===== src/sv/psp_pkg.sv =====
// Shared types, Pauli code constants and lookup tables for the Pauli string product block.
// Used by psp_lane, psp_cmul, psp_merge and pauli_string_product_phase; no dependencies.
package psp_pkg;

   typedef logic [1:0] pauli_type;

   localparam pauli_type PAULI_I = 2'd0;
   localparam pauli_type PAULI_X = 2'd1;
   localparam pauli_type PAULI_Y = 2'd2;
   localparam pauli_type PAULI_Z = 2'd3;

   localparam int WORD_BITS = 64;
   localparam int MAX_LANES = 32;

   // product code, indexed by left*4 + right
   localparam pauli_type PROD_TABLE [16] = '{
      PAULI_I, PAULI_X, PAULI_Y, PAULI_Z,
      PAULI_X, PAULI_I, PAULI_Z, PAULI_Y,
      PAULI_Y, PAULI_Z, PAULI_I, PAULI_X,
      PAULI_Z, PAULI_Y, PAULI_X, PAULI_I
   };

   // exponent of i added by one lane, indexed by left*4 + right
   localparam logic [1:0] PHASE_TABLE [16] = '{
      2'd0, 2'd0, 2'd0, 2'd0,
      2'd0, 2'd0, 2'd1, 2'd3,
      2'd0, 2'd3, 2'd0, 2'd1,
      2'd0, 2'd1, 2'd3, 2'd0
   };

   // load strobes of the three pipeline stages
   typedef struct packed {
      logic load1;
      logic load2;
      logic load3;
   } pipe_ctl_type;

   function automatic pauli_type pauli_product(input pauli_type left, input pauli_type right);
      return PROD_TABLE[{left, right}];
   endfunction

   function automatic logic [1:0] lane_phase(input pauli_type left, input pauli_type right);
      return PHASE_TABLE[{left, right}];
   endfunction

endpackage


===== src/sv/psp_lane.sv =====
// One qubit lane: product code, phase contribution and mismatch of a left/right code pair.
// Depends on psp_pkg for the product and phase tables.
module psp_lane (
   input  psp_pkg::pauli_type left_code,
   input  psp_pkg::pauli_type right_code,
   output psp_pkg::pauli_type prod_code,
   output logic [1:0]         phase,
   output logic               mismatch
);

   assign prod_code = psp_pkg::pauli_product(left_code, right_code);
   assign phase     = psp_pkg::lane_phase(left_code, right_code);
   assign mismatch  = (left_code != right_code);

endmodule


===== src/sv/psp_cmul.sv =====
// Complex coefficient multiplier: registered partial products, then round half up and clip.
// Depends on psp_pkg for the pipeline control struct.
module psp_cmul #(
   parameter int CW = 16
) (
   input  logic                   clock,
   input  psp_pkg::pipe_ctl_type  ctl,
   input  logic signed [CW-1:0]   a_re,
   input  logic signed [CW-1:0]   a_im,
   input  logic signed [CW-1:0]   b_re,
   input  logic signed [CW-1:0]   b_im,
   output logic signed [CW-1:0]   prod_re,
   output logic signed [CW-1:0]   prod_im,
   output logic                   prod_sat
);

   localparam int PW = 2 * CW;
   localparam int SW = 2 * CW + 2;
   localparam int FRAC = CW - 2;
   localparam logic signed [SW-1:0] HALF = SW'(1) <<< (FRAC - 1);
   localparam logic signed [SW-1:0] MAX_V = (SW'(1) <<< (CW - 1)) - SW'(1);
   localparam logic signed [SW-1:0] MIN_V = -(SW'(1) <<< (CW - 1));

   logic signed [PW-1:0] ac_ff, bd_ff, ad_ff, bc_ff;
   logic signed [SW-1:0] sum_re, sum_im, rnd_re, rnd_im;
   logic signed [CW-1:0] clip_re, clip_im;
   logic                 sat_re, sat_im;
   logic signed [CW-1:0] re_ff, im_ff;
   logic                 sat_ff;

   always_ff @(posedge clock) begin
      if (ctl.load1) begin
         ac_ff <= a_re * b_re;
         bd_ff <= a_im * b_im;
         ad_ff <= a_re * b_im;
         bc_ff <= a_im * b_re;
      end
   end

   always_comb begin
      sum_re = SW'(ac_ff) - SW'(bd_ff);
      sum_im = SW'(ad_ff) + SW'(bc_ff);
      rnd_re = (sum_re + HALF) >>> FRAC;
      rnd_im = (sum_im + HALF) >>> FRAC;
      sat_re = (rnd_re > MAX_V) || (rnd_re < MIN_V);
      sat_im = (rnd_im > MAX_V) || (rnd_im < MIN_V);
      priority if (rnd_re > MAX_V) begin
         clip_re = MAX_V[CW-1:0];
      end else if (rnd_re < MIN_V) begin
         clip_re = MIN_V[CW-1:0];
      end else begin
         clip_re = rnd_re[CW-1:0];
      end
      priority if (rnd_im > MAX_V) begin
         clip_im = MAX_V[CW-1:0];
      end else if (rnd_im < MIN_V) begin
         clip_im = MIN_V[CW-1:0];
      end else begin
         clip_im = rnd_im[CW-1:0];
      end
   end

   always_ff @(posedge clock) begin
      if (ctl.load2) begin
         re_ff  <= clip_re;
         im_ff  <= clip_im;
         sat_ff <= sat_re | sat_im;
      end
   end

   assign prod_re  = re_ff;
   assign prod_im  = im_ff;
   assign prod_sat = sat_ff;

endmodule


===== src/sv/psp_merge.sv =====
// Merges the lane results: phase and equality reduction, then the running string state,
// the i^phase rotation and the result register. Depends on psp_pkg.
module psp_merge #(
   parameter int LANES = 32,
   parameter int CW    = 16
) (
   input  logic                       clock,
   input  logic                       reset,
   input  psp_pkg::pipe_ctl_type      ctl,
   input  logic                       s1_first,
   input  logic                       s1_last,
   input  logic [2*LANES-1:0]         s1_prod,
   input  logic [2*LANES-1:0]         s1_phase,
   input  logic [LANES-1:0]           s1_mismatch,
   input  logic signed [CW-1:0]       coef_re,
   input  logic signed [CW-1:0]       coef_im,
   input  logic                       coef_sat,
   output logic [psp_pkg::WORD_BITS-1:0] out_prod,
   output logic                       out_last,
   output logic signed [CW-1:0]       out_re,
   output logic signed [CW-1:0]       out_im,
   output logic                       out_equal,
   output logic                       out_sat
);

   localparam logic signed [CW-1:0] MAX_C = {1'b0, {(CW-1){1'b1}}};
   localparam logic signed [CW-1:0] MIN_C = {1'b1, {(CW-1){1'b0}}};

   // word-level reduction
   logic [LANES-1:0]     ph_b0, ph_b1;
   int                   b0_count;
   logic [1:0]           word_phase;

   logic                 first2_ff, last2_ff, eq2_ff;
   logic [2*LANES-1:0]   prod2_ff;
   logic [1:0]           phase2_ff;

   // running state of the string pair
   logic [1:0]           phase_ff, phase_in;
   logic                 eq_ff, eq_in;
   logic signed [CW-1:0] cre_ff, cre_in, cim_ff, cim_in;
   logic                 sat_ff, sat_in;

   logic signed [CW-1:0] neg_re, neg_im, rot_re, rot_im;
   logic                 ovf_re, ovf_im, rot_sat;

   logic [psp_pkg::WORD_BITS-1:0] prod3_ff;
   logic                 last3_ff, eq3_ff, sat3_ff;
   logic signed [CW-1:0] re3_ff, im3_ff;

   function automatic logic [1:0] word_phase_base(input logic [1:0] base);
      return base + phase2_ff;
   endfunction

   always_comb begin
      for (int k = 0; k < LANES; k++) begin
         ph_b0[k] = s1_phase[2*k];
         ph_b1[k] = s1_phase[2*k+1];
      end
      b0_count = $countones(ph_b0);
      // mod-4 sum: low bits xor, high bits xor plus carries out of the low bits
      word_phase = {(^ph_b1) ^ b0_count[1], ^ph_b0};
   end

   always_ff @(posedge clock) begin
      if (ctl.load2) begin
         first2_ff <= s1_first;
         last2_ff  <= s1_last;
         prod2_ff  <= s1_prod;
         phase2_ff <= word_phase;
         eq2_ff    <= ~(|s1_mismatch);
      end
   end

   always_comb begin
      if (first2_ff) begin
         phase_in = word_phase_base(2'd0);
         eq_in    = eq2_ff;
         cre_in   = coef_re;
         cim_in   = coef_im;
         sat_in   = coef_sat;
      end else begin
         phase_in = word_phase_base(phase_ff);
         eq_in    = eq_ff & eq2_ff;
         cre_in   = cre_ff;
         cim_in   = cim_ff;
         sat_in   = sat_ff;
      end

      ovf_re = (cre_in == MIN_C);
      ovf_im = (cim_in == MIN_C);
      neg_re = ovf_re ? MAX_C : -cre_in;
      neg_im = ovf_im ? MAX_C : -cim_in;

      unique case (phase_in)
         2'd1: begin
            rot_re  = neg_im;
            rot_im  = cre_in;
            rot_sat = ovf_im;
         end
         2'd2: begin
            rot_re  = neg_re;
            rot_im  = neg_im;
            rot_sat = ovf_re | ovf_im;
         end
         2'd3: begin
            rot_re  = cim_in;
            rot_im  = neg_re;
            rot_sat = ovf_re;
         end
         default: begin
            rot_re  = cre_in;
            rot_im  = cim_in;
            rot_sat = 1'b0;
         end
      endcase
   end

   always_ff @(posedge clock) begin
      if (reset) begin
         phase_ff <= 2'd0;
         eq_ff    <= 1'b1;
         cre_ff   <= '0;
         cim_ff   <= '0;
         sat_ff   <= 1'b0;
      end else if (ctl.load3) begin
         if (last2_ff) begin
            phase_ff <= 2'd0;
            eq_ff    <= 1'b1;
            cre_ff   <= '0;
            cim_ff   <= '0;
            sat_ff   <= 1'b0;
         end else begin
            phase_ff <= phase_in;
            eq_ff    <= eq_in;
            cre_ff   <= cre_in;
            cim_ff   <= cim_in;
            sat_ff   <= sat_in;
         end
      end
   end

   always_ff @(posedge clock) begin
      if (ctl.load3) begin
         prod3_ff <= psp_pkg::WORD_BITS'(prod2_ff);
         last3_ff <= last2_ff;
         re3_ff   <= last2_ff ? rot_re : '0;
         im3_ff   <= last2_ff ? rot_im : '0;
         eq3_ff   <= last2_ff & eq_in;
         sat3_ff  <= last2_ff & (sat_in | rot_sat);
      end
   end

   assign out_prod  = prod3_ff;
   assign out_last  = last3_ff;
   assign out_re    = re3_ff;
   assign out_im    = im3_ff;
   assign out_equal = eq3_ff;
   assign out_sat   = sat3_ff;

endmodule


===== src/sv/pauli_string_product_phase.sv =====
// Pauli string product with phase. Takes one request per clock unless back-pressure from the
// response side stalls the pipeline, and delivers one response per request, in order. The three
// stages are the lane lookup with the coefficient partial products, the phase reduction with
// rounding and clipping of the coefficient product, and the running string state with the i^phase
// rotation feeding the response register. A stage takes new data when empty or when its
// contents move on, so empty stages fill while a response waits. Unused lanes above LANES read
// and return identity. Depends on psp_pkg, psp_lane, psp_cmul and psp_merge.
module pauli_string_product_phase #(
   parameter int LANES      = 32,
   parameter int COEF_WIDTH = 16
) (
   input  logic clock,
   input  logic reset,
   input  logic req_tvalid,
   output logic req_tready,
   // left_word, right_word, left_coef_re, left_coef_im, right_coef_re, right_coef_im, zero pad
   input  logic [((128+4*COEF_WIDTH+7)/8)*8-1:0] req_tdata,
   // first_word
   input  logic req_tuser,
   input  logic req_tlast,
   output logic rsp_tvalid,
   input  logic rsp_tready,
   // product_word, product_re, product_im, zero pad
   output logic [((64+2*COEF_WIDTH+7)/8)*8-1:0] rsp_tdata,
   // strings_equal, coef_saturated
   output logic [1:0] rsp_tuser,
   output logic rsp_tlast
);

   localparam int CW    = COEF_WIDTH;
   localparam int WB    = psp_pkg::WORD_BITS;
   localparam int RSP_W = ((64 + 2*CW + 7) / 8) * 8;
   localparam logic [WB-1:0] UNUSED_MASK = ~({WB{1'b1}} >> (WB - 2*LANES));

   psp_pkg::pipe_ctl_type ctl;
   logic v1_ff, v2_ff, v3_ff;
   logic adv1, adv2, adv3;

   logic [WB-1:0]       left_word, right_word;
   logic [2*LANES-1:0]  lane_prod, lane_phase;
   logic [LANES-1:0]    lane_mis;
   logic [2*LANES-1:0]  prod1_ff, phase1_ff;
   logic [LANES-1:0]    mis1_ff;
   logic                first1_ff, last1_ff;

   logic signed [CW-1:0] coef_re, coef_im;
   logic                 coef_sat;
   logic [WB-1:0]        out_prod;
   logic signed [CW-1:0] out_re, out_im;
   logic                 out_last, out_equal, out_sat;

   // stage handshake: a stage takes new data when empty or when its contents move on
   assign adv3 = !v3_ff || rsp_tready;
   assign adv2 = !v2_ff || adv3;
   assign adv1 = !v1_ff || adv2;
   assign req_tready = adv1;
   assign ctl.load1 = req_tvalid && adv1;
   assign ctl.load2 = v1_ff && adv2;
   assign ctl.load3 = v2_ff && adv3;

   always_ff @(posedge clock) begin
      if (reset) begin
         v1_ff <= 1'b0;
         v2_ff <= 1'b0;
         v3_ff <= 1'b0;
      end else begin
         if (adv1) begin
            v1_ff <= req_tvalid;
         end
         if (adv2) begin
            v2_ff <= v1_ff;
         end
         if (adv3) begin
            v3_ff <= v2_ff;
         end
      end
   end

   assign left_word  = req_tdata[0 +: WB];
   assign right_word = req_tdata[WB +: WB];

   for (genvar k = 0; k < LANES; k++) begin : g_lane
      psp_lane u_lane (
         .left_code  (left_word[2*k +: 2]),
         .right_code (right_word[2*k +: 2]),
         .prod_code  (lane_prod[2*k +: 2]),
         .phase      (lane_phase[2*k +: 2]),
         .mismatch   (lane_mis[k])
      );
   end

   always_ff @(posedge clock) begin
      if (ctl.load1) begin
         prod1_ff  <= lane_prod;
         phase1_ff <= lane_phase;
         mis1_ff   <= lane_mis;
         first1_ff <= req_tuser;
         last1_ff  <= req_tlast;
      end
   end

   psp_cmul #(.CW(CW)) u_cmul (
      .clock    (clock),
      .ctl      (ctl),
      .a_re     (req_tdata[2*WB +: CW]),
      .a_im     (req_tdata[2*WB+CW +: CW]),
      .b_re     (req_tdata[2*WB+2*CW +: CW]),
      .b_im     (req_tdata[2*WB+3*CW +: CW]),
      .prod_re  (coef_re),
      .prod_im  (coef_im),
      .prod_sat (coef_sat)
   );

   psp_merge #(.LANES(LANES), .CW(CW)) u_merge (
      .clock       (clock),
      .reset       (reset),
      .ctl         (ctl),
      .s1_first    (first1_ff),
      .s1_last     (last1_ff),
      .s1_prod     (prod1_ff),
      .s1_phase    (phase1_ff),
      .s1_mismatch (mis1_ff),
      .coef_re     (coef_re),
      .coef_im     (coef_im),
      .coef_sat    (coef_sat),
      .out_prod    (out_prod),
      .out_last    (out_last),
      .out_re      (out_re),
      .out_im      (out_im),
      .out_equal   (out_equal),
      .out_sat     (out_sat)
   );

   assign rsp_tvalid = v3_ff;
   assign rsp_tdata  = RSP_W'({out_im, out_re, out_prod});
   assign rsp_tuser  = {out_sat, out_equal};
   assign rsp_tlast  = out_last;

   // coefficient fields and flags stay zero on words that do not end a string
   a_zero_unless_last: assert property (@(posedge clock) disable iff (reset)
      rsp_tvalid && !rsp_tlast |-> (out_re == '0) && (out_im == '0) && (rsp_tuser == 2'b00))
      else $error("coefficient fields set on a non-final response");

   // lanes above LANES always return identity
   a_unused_identity: assert property (@(posedge clock) disable iff (reset)
      rsp_tvalid |-> ((out_prod & UNUSED_MASK) == '0))
      else $error("unused lane returned a non-identity code");

   // an empty pipeline never holds off a request
   a_ready_when_empty: assert property (@(posedge clock) disable iff (reset)
      !v1_ff && !v2_ff && !v3_ff |-> req_tready)
      else $error("empty pipeline not ready for a request");

   // a request accepted into an empty pipeline is not lost: it is offered as a response
   a_latency: assert property (@(posedge clock) disable iff (reset)
      ctl.load1 && !v1_ff && !v2_ff && !v3_ff |-> ##3 rsp_tvalid)
      else $error("request lost in the pipeline");

endmodule

===== config.mk =====
export PLATFORM = sky130hd
export DESIGN_NAME = pauli_string_product_phase
export DESIGN_NICKNAME = d
export VERILOG_FILES = /design/src/sv/psp_pkg.sv /design/src/sv/psp_lane.sv /design/src/sv/psp_cmul.sv /design/src/sv/psp_merge.sv /design/src/sv/pauli_string_product_phase.sv
export SDC_FILE = /design/constraint.sdc
export NUM_CORES = 2
export LEC_CHECK = 0
export BUFFER_PORTS_ARGS = -buffer_cell sky130_fd_sc_hd__buf_2
export CORE_ASPECT_RATIO = 1.1
export CORE_UTILIZATION = 45
export CTS_CLUSTER_SIZE = 10
export DETAILED_ROUTE_END_ITERATION = 6
export HOLD_SLACK_MARGIN = 0.08
export PLACE_DENSITY_LB_ADDON = 0.05
export SLEW_MARGIN = 20
export SYNTH_ARGS = -nofsm -noshare
export SYNTH_HDL_FRONTEND = slang
export SYNTH_HIERARCHICAL = 1
export SYNTH_SLANG_ARGS = --single-unit

===== constraint.sdc =====
create_clock -name clock -period 10.4 [get_ports clock]
set_input_delay 1.04 -clock clock [delete_from_list [all_inputs] [get_ports clock]]
set_output_delay 1.04 -clock clock [all_outputs]
set_load 0.005 [all_outputs]

### Word level (Yosys, flattened, before mapping)

Memories as Yosys holds them, arrays and structs flattened. A register that Yosys moved wholly into a read port is not among the register bits.
Index checks and enable logic that the tools add are counted.

| word-level totals | value |
|---|---|
| bits in registers | 402 |
| ROM bits | 2048 |
| input bits | 198 |
| output and inout bits | 101 |
| word-level logic and storage cells | 247 |
| memories kept | 64 |

| cells by class | value |
|---|---|
| $add $sub $neg | 38 |
| multipliers | 4 |
| order comparisons | 4 |
| equal/unequal tests | 37 |
| multiplexer cells | 17 |
| bitwise operators | 40 |
| reductions and logical operators | 14 |

Memory list:

| memory | depth | width | rd ports | clocked after Yosys merged registers in | wr ports | line | RTL |
|---|---|---|---|---|---|---|---|
| (no name shown) | 16 | 2 | 1 | 1 | 0 | psp_pkg.sv:39 | `return PROD_TABLE[{left, right}];` |
| (no name shown) | 16 | 2 | 1 | 1 | 0 | psp_pkg.sv:43 | `return PHASE_TABLE[{left, right}];` |
| (no name shown) | 16 | 2 | 1 | 1 | 0 | psp_pkg.sv:39 |  |
| (no name shown) | 16 | 2 | 1 | 1 | 0 | psp_pkg.sv:43 |  |
| (no name shown) | 16 | 2 | 1 | 1 | 0 | psp_pkg.sv:39 |  |
| (no name shown) | 16 | 2 | 1 | 1 | 0 | psp_pkg.sv:43 |  |
| +58 memories | n/a | n/a | n/a | n/a | n/a | n/a |  |

Operators by type and width:

| operator | count |
|---|---|
| $not 4->5 | 32 |
| $mul 16x16->32 | 4 |
| $mux 16 | 8 |
| $pmux 16 s3 | 2 |
| $add 33x15->34 const B | 2 |
| $ne 2x2->1 | 32 |
| $reduce_xor 32->1 | 2 |
| $gt 20x16->1 const B | 2 |
| $lt 20x16->1 const B | 2 |
| $add 32x32->33 | 1 |
| $sub 32x32->33 | 1 |
| $add 1x1->2 | 16 |
| $add 2x2->2 | 16 |
| $eq 16x16->1 const B | 2 |
| $neg 16->16 | 2 |
| $reduce_or 32->1 | 1 |
| $logic_or 1x1->1 | 5 |
| $eq 2x2->1 const B | 2 |
| $mux 1 | 4 |
| $mux 2 | 2 |
| $and 1x1->1 | 3 |
| $logic_and 1x1->1 | 3 |
| $logic_not 1->1 | 3 |
| $or 1x1->1 | 3 |
| 4 further kinds | 4 |

### Depth between registers and ports, before layout

| depth | value |
|---|---|
| word-level depth | 6 |
| depth in mapped cells | 25 |

### Cells and area by module

The synthesis kept the hierarchy.

Modules (own cells, without submodules):

| module | instances | cells an instance | area an instance (sq um) |
|---|---|---|---|
| psp_cmul | 1 | 4884 | 47077.7 |
| psp_merge | 1 | 796 | 9860.7 |
| pauli_string_product_phase | 1 | 179 | 5013.6 |
| psp_lane | 32 | 16 | 121.4 |

### Worst setup path after synthesis

OpenSTA, ideal clock, no wires.

| timing path | value |
|---|---|
| path kind | in2reg |
| start point | input port rsp_tready |
| end point | register first1_ff (enable) |
| library setup time | 0.689 ns |
| data arrival time | 7.780 ns |
| data required time | 9.711 ns |
| slack | 1.931 ns |
| stages on the path | 2 |
| buffers on the path | 0 |
| cells stage by stage | nand4b_2 > and2_1 |

RTL lines:

| item | line | RTL |
|---|---|---|
| from (decl) | pauli_string_product_phase.sv:22 | `input logic rsp_tready,` |
| to (signal assigned) | pauli_string_product_phase.sv:97 | `first1_ff <= req_tuser;` |
| to (decl) | pauli_string_product_phase.sv:44 | `logic first1_ff, last1_ff;` |

### Final worst setup path

| timing path | value |
|---|---|
| start point | input port req_tdata[175] |
| end point | register u_cmul.bc_ff[28], data pin |

| between the ends | value |
|---|---|
| longest elaborated chain between the ends | 1 |

Ends and longest elaborated chain:

| item | line | RTL |
|---|---|---|
| from (decl) | pauli_string_product_phase.sv:17 | `input logic [((128+4*COEF_WIDTH+7)/8)*8-1:0] req_tdata,` |
| $mul 16x16->32 | psp_cmul.sv:36 | `bc_ff <= a_im * b_re;` |
| to (signal assigned) | psp_cmul.sv:36 |  |
| to (decl) | psp_cmul.sv:24 | `logic signed [PW-1:0] ac_ff, bd_ff, ad_ff, bc_ff;` |

No other way between the ends.
A chain may end at the register's enable or synchronous reset.

==> impl_summary.txt <==
----------------------------------------------------
[Place]
  HPWL after detailed placement ... 128 mm
  IO Port Bufs ... 298
  Gp weighted congestion ... 0.876

[Yosys]
  Share of synthesized area occupied by flip-flops and latches ... 23.6%
  Most used DFF post-synth ... sky130_fd_sc_hd__edfxtp_1
  Most area-consuming cells after synthesis ... sky130_fd_sc_hd__fa_1, sky130_fd_sc_hd__edfxtp_1, sky130_fd_sc_hd__ha_1
  Number of enable flip-flop cells after synthesis ... 491
  Yosys top cell area share ... 32.3%
  Per-instance average area after synthesis ... 10.3 um^2
  Yosys cell types ... 93
  Post-synthesis sequential element count ... 530
  Number of instances in the synthesized netlist ... 6371
  Ys async rst share ... 0%
  Mapped Nets ... 8184
  Synthesis Warnings ... 6
  Cell type with the largest total area after synthesis ... sky130_fd_sc_hd__fa_1
  Netlist area before placement ... 0.0658 mm^2

[Drt]
  Routed wire length ... 168 mm
  DR vias/cell ... 5.11
  Remaining routing DRC violations ... 0
  Routed via count ... 43500
  Number of iterations in the first detailed-routing pass ... 7
  Antenna Nets Post-Route ... 0
  Number of DRC markers in iteration 0 ... 2421
  Routed len/inst ... 19.7 um

[Worst hold path]
  Hold worst-path end ... u_merge/out_prod[35]$_DFFE_PP_
  Hold crit path type ... reg -> reg
  Beginning of the worst hold path ... u_merge/prod2_ff[35]$_DFFE_PP_
  Worst hold path cell count ... 0

[Setup path]
  Worst Path Buf+Inv ... 4
  Family of cells with the greatest summed delay on the critical path ... adder cells
  Minimum setup slack among reg-to-reg paths ... 5.15 ns
  RR Endpoint ... u_merge/phase2_ff[1]$_DFFE_PP_
  CP startpoint kind ... input port
  Max FO, Critical Path ... 18
  Depth of the most critical reg-to-reg path ... 15
  Worst path most repeated cell ... sky130_fd_sc_hd__fa_1
  Cell type of the slowest stage on the worst timing path ... sky130_fd_sc_hd__clkinv_1
  Critical Path Sink Type ... register
  Cells along the critical path ... buf_2, clkinv_1, nor2_1, fa_1, fa_1, fa_1, fa_1, fa_1, inv_1, fa_1, inv_1, ha_1, a21o_1, a21oi_1, nor2b_1, a311o_1, a31oi_1, o21ai_1, or4b_1, and3_1, o21a_1, nor2_1, xnor2_1
  Slowest stage delay, CP ... 0.66 ns
  Setup CP Type ... in -> reg
  Worst EP arrival ... 8.11 ns
  Critical path data required time ... 10.82 ns
  Worst reg2reg path startpoint ... phase1_ff[46]$_DFFE_PP_

[Clock tree]
  H-Tree Level Count ... 3
  Number of buffers created by CTS ... 67
  Clock tree from TritonCTS ... built
  Sinks on the clock net ... 530
  Number of buffers inserted by post-CTS setup repair ... 0
  Clock latency on the worst-skew pair ... 0.68 ns
  Number of instances resized during post-cts repair ... 0
  Max clock buf depth ... 3
  Hold buffer count at cts ... 0
  Worst-path clk slew ... 0.06 ns
  Clock root cell ... sky130_fd_sc_hd__clkbuf_16

[Timing]
  Highest clock frequency the design can meet ... 0.130 GHz
  Final Max Tran Viols ... 0
  Worst slew pin tran ... 1.01 ns
  Worst max-slew margin expressed relative to the limit ... 32.6%
  Post-Route Skew ... 0.0540 ns
  Final hold slack ... 0.399 ns
  RSZ-0062 raised after global routing ... false
  Final Hold Vio Count ... 0
  Post-route clock period utilization ... 74.0%
  Setup Total Neg Slack ... 0 ns
  Post-layout min period ... 7.70 ns
  Final setup violation count ... 0

[Cells and area]
  Ratio of cells with drive above 1 in the final layout ... 8.23%
  Final Net Count ... 8357
  Area used by multi-input combinational logic ... 0.0446 mm^2
  Fill cell count ... 13600
  Area growth from synthesis to final layout ... 8.19%
  Area occupied by registers ... 0.0155 mm^2

[Global route]
  First-pass GRT wire length ... 268 mm
  Number of antenna violations at the first check in global routing ... 9
  GRT Total Usage ... 23.7%
  Via count of the first global-routing pass ... 46700
  Total congestion overflow after global routing ... 0
  Pin count of the biggest net entering global routing ... 80

[Floorplanning]
  Core box area ... 0.144 mm^2
  Initial Utilization ... 45.6%
  Die width ... 367 um
  Die Height ... 403 um
  I/O pin total ... 299
  Area of the die ... 0.148 mm^2
  Number of cell rows ... 146

[Status]
  Outcome ... finished, final reports clean

[Flow run]
  Max_cap viols ... 0

----------------------------------------------------
## logic make-up (layout without fill, tap and decap cells)
family,Yosys count,in the layout,synth area share (%)
other cells,0,5,0
compound gates,597,597,6.18
fa+ha+maj,1616,1616,42.8
xor+xnor,335,335,4.46
mux,114,114,1.84
simple gates,1661,1661,12.4
buf+inv,1518,1730,8.72
flops,530,530,23.6
## cell type report
| type | instances | area share [%] |
|---|---|---|
| diodes | 5 | 0.0176 |
| clock buffers | 93 | 2.58 |
| clock inverters | 15 | 0.292 |
| inverters | 1280 | 6.75 |
| multi-input cells | 4323 | 62.6 |
| flip-flops and latches | 530 | 21.8 |
| well taps | 1924 | 3.38 |
| repair buffers | 342 | 2.56 |
## synthesized netlist by cell type (13+ instances only)
master	instances
sky130_fd_sc_hd__clkbuf_1	214
sky130_fd_sc_hd__buf_2	15
sky130_fd_sc_hd__a22oi_1	28
sky130_fd_sc_hd__a31oi_1	19
sky130_fd_sc_hd__fa_1	1063
sky130_fd_sc_hd__a21oi_1	144
sky130_fd_sc_hd__or2_1	34
sky130_fd_sc_hd__o21a_1	23
sky130_fd_sc_hd__edfxtp_1	491
sky130_fd_sc_hd__ha_1	552
sky130_fd_sc_hd__o21ai_0	69
sky130_fd_sc_hd__nor3_1	48
sky130_fd_sc_hd__nor4_1	20
sky130_fd_sc_hd__nand3_1	35
sky130_fd_sc_hd__o21bai_1	17
sky130_fd_sc_hd__a21o_1	113
sky130_fd_sc_hd__o21ai_2	32
sky130_fd_sc_hd__nand2b_1	33
sky130_fd_sc_hd__a211oi_1	15
sky130_fd_sc_hd__xnor2_1	213
sky130_fd_sc_hd__mux2i_1	59
sky130_fd_sc_hd__and3_1	13
sky130_fd_sc_hd__xor2_1	122
sky130_fd_sc_hd__nand2_1	658
sky130_fd_sc_hd__inv_1	1278
sky130_fd_sc_hd__nor2b_1	18
sky130_fd_sc_hd__dfxtp_1	39
sky130_fd_sc_hd__and2_1	511
sky130_fd_sc_hd__mux2_2	54
sky130_fd_sc_hd__o21ai_1	18
sky130_fd_sc_hd__nor2_1	228
## worst max path at each step
stage                                 endpoint  slack (ns)            from  cells after the start
floorplan                  first1_ff$_DFFE_PP_        1.93      rsp_tready                      2
global placement    u_cmul/bc_ff[28]$_DFFE_PP_        2.13  req_tdata[167]                     24
detailed placement  u_cmul/bc_ff[28]$_DFFE_PP_        2.12  req_tdata[175]                     23
CTS                 u_cmul/bc_ff[28]$_DFFE_PP_        2.85  req_tdata[175]                     23
global route        u_cmul/bc_ff[28]$_DFFE_PP_        2.36  req_tdata[167]                     24
finish              u_cmul/bc_ff[28]$_DFFE_PP_        2.70  req_tdata[175]                     23
## metrics by stage
| stage | area (um^2) | worst slack (ns) | instances | util [%] |
|---|---|---|---|---|
| 6_report | 71200 | 2.70 | 8512 | 49.3 |
| 5_1_grt | 71200 | 2.36 | 8510 | 49.3 |
| 4_1_cts | 71200 | 2.85 | 8507 | 49.3 |
| 3_3_place_gp | 69200 | 2.13 | 8399 | 47.9 |
| 3_5_place_dp | 69200 | 2.12 | 8399 | 47.9 |
| 2_1_floorplan | 65800 | 1.93 | 6371 | - |
## per-layer routing
layer	share of wire (%)	vias to the layer above	global-route usage [%]
li1	-	20200	-
met1	45	22100	32.6
met2	46	1020	37.6
met3	5.8	158	4.34
met4	3.6	10	7.94
met5	0.036	-	0
## flip-flops by register name, indices dropped and copies added (netlist names), 2 cells and up
| register | count |
|---|---|
| phase1_ff | 64 |
| prod1_ff | 64 |
| u_merge/out_prod | 64 |
| u_merge/prod2_ff | 64 |
| mis1_ff | 32 |
| u_cmul/ac_ff | 32 |
| u_cmul/ad_ff | 32 |
| u_cmul/bc_ff | 32 |
| u_cmul/bd_ff | 32 |
| u_cmul/prod_im | 16 |
| u_cmul/prod_re | 16 |
| u_merge/cim_ff | 16 |
| u_merge/cre_ff | 16 |
| u_merge/out_im | 16 |
| u_merge/out_re | 16 |
| u_merge/phase2_ff | 2 |
| u_merge/phase_ff | 2 |
## layout by cell type, fill, tap and decap left out, drive strengths merged, types with 23 or more instances in the layout
master | Yosys | final
a21o | 113 | 113
a21oi | 147 | 147
a22oi | 28 | 28
and2 | 511 | 511
buf | 24 | 342
clkbuf | 214 | 93
dfxtp | 39 | 39
edfxtp | 491 | 491
fa | 1063 | 1063
ha | 552 | 552
inv | 1278 | 1280
mux2 | 55 | 55
mux2i | 59 | 59
nand2 | 658 | 658
nand2b | 33 | 33
nand3 | 36 | 36
nor2 | 229 | 229
nor3 | 48 | 48
o21a | 23 | 23
o21ai | 119 | 119
or2 | 40 | 40
xnor2 | 213 | 213
xor2 | 122 | 122
Power is not shown: default switching activity piles up to over one toggle a cycle in this logic, so the estimate is an artifact.
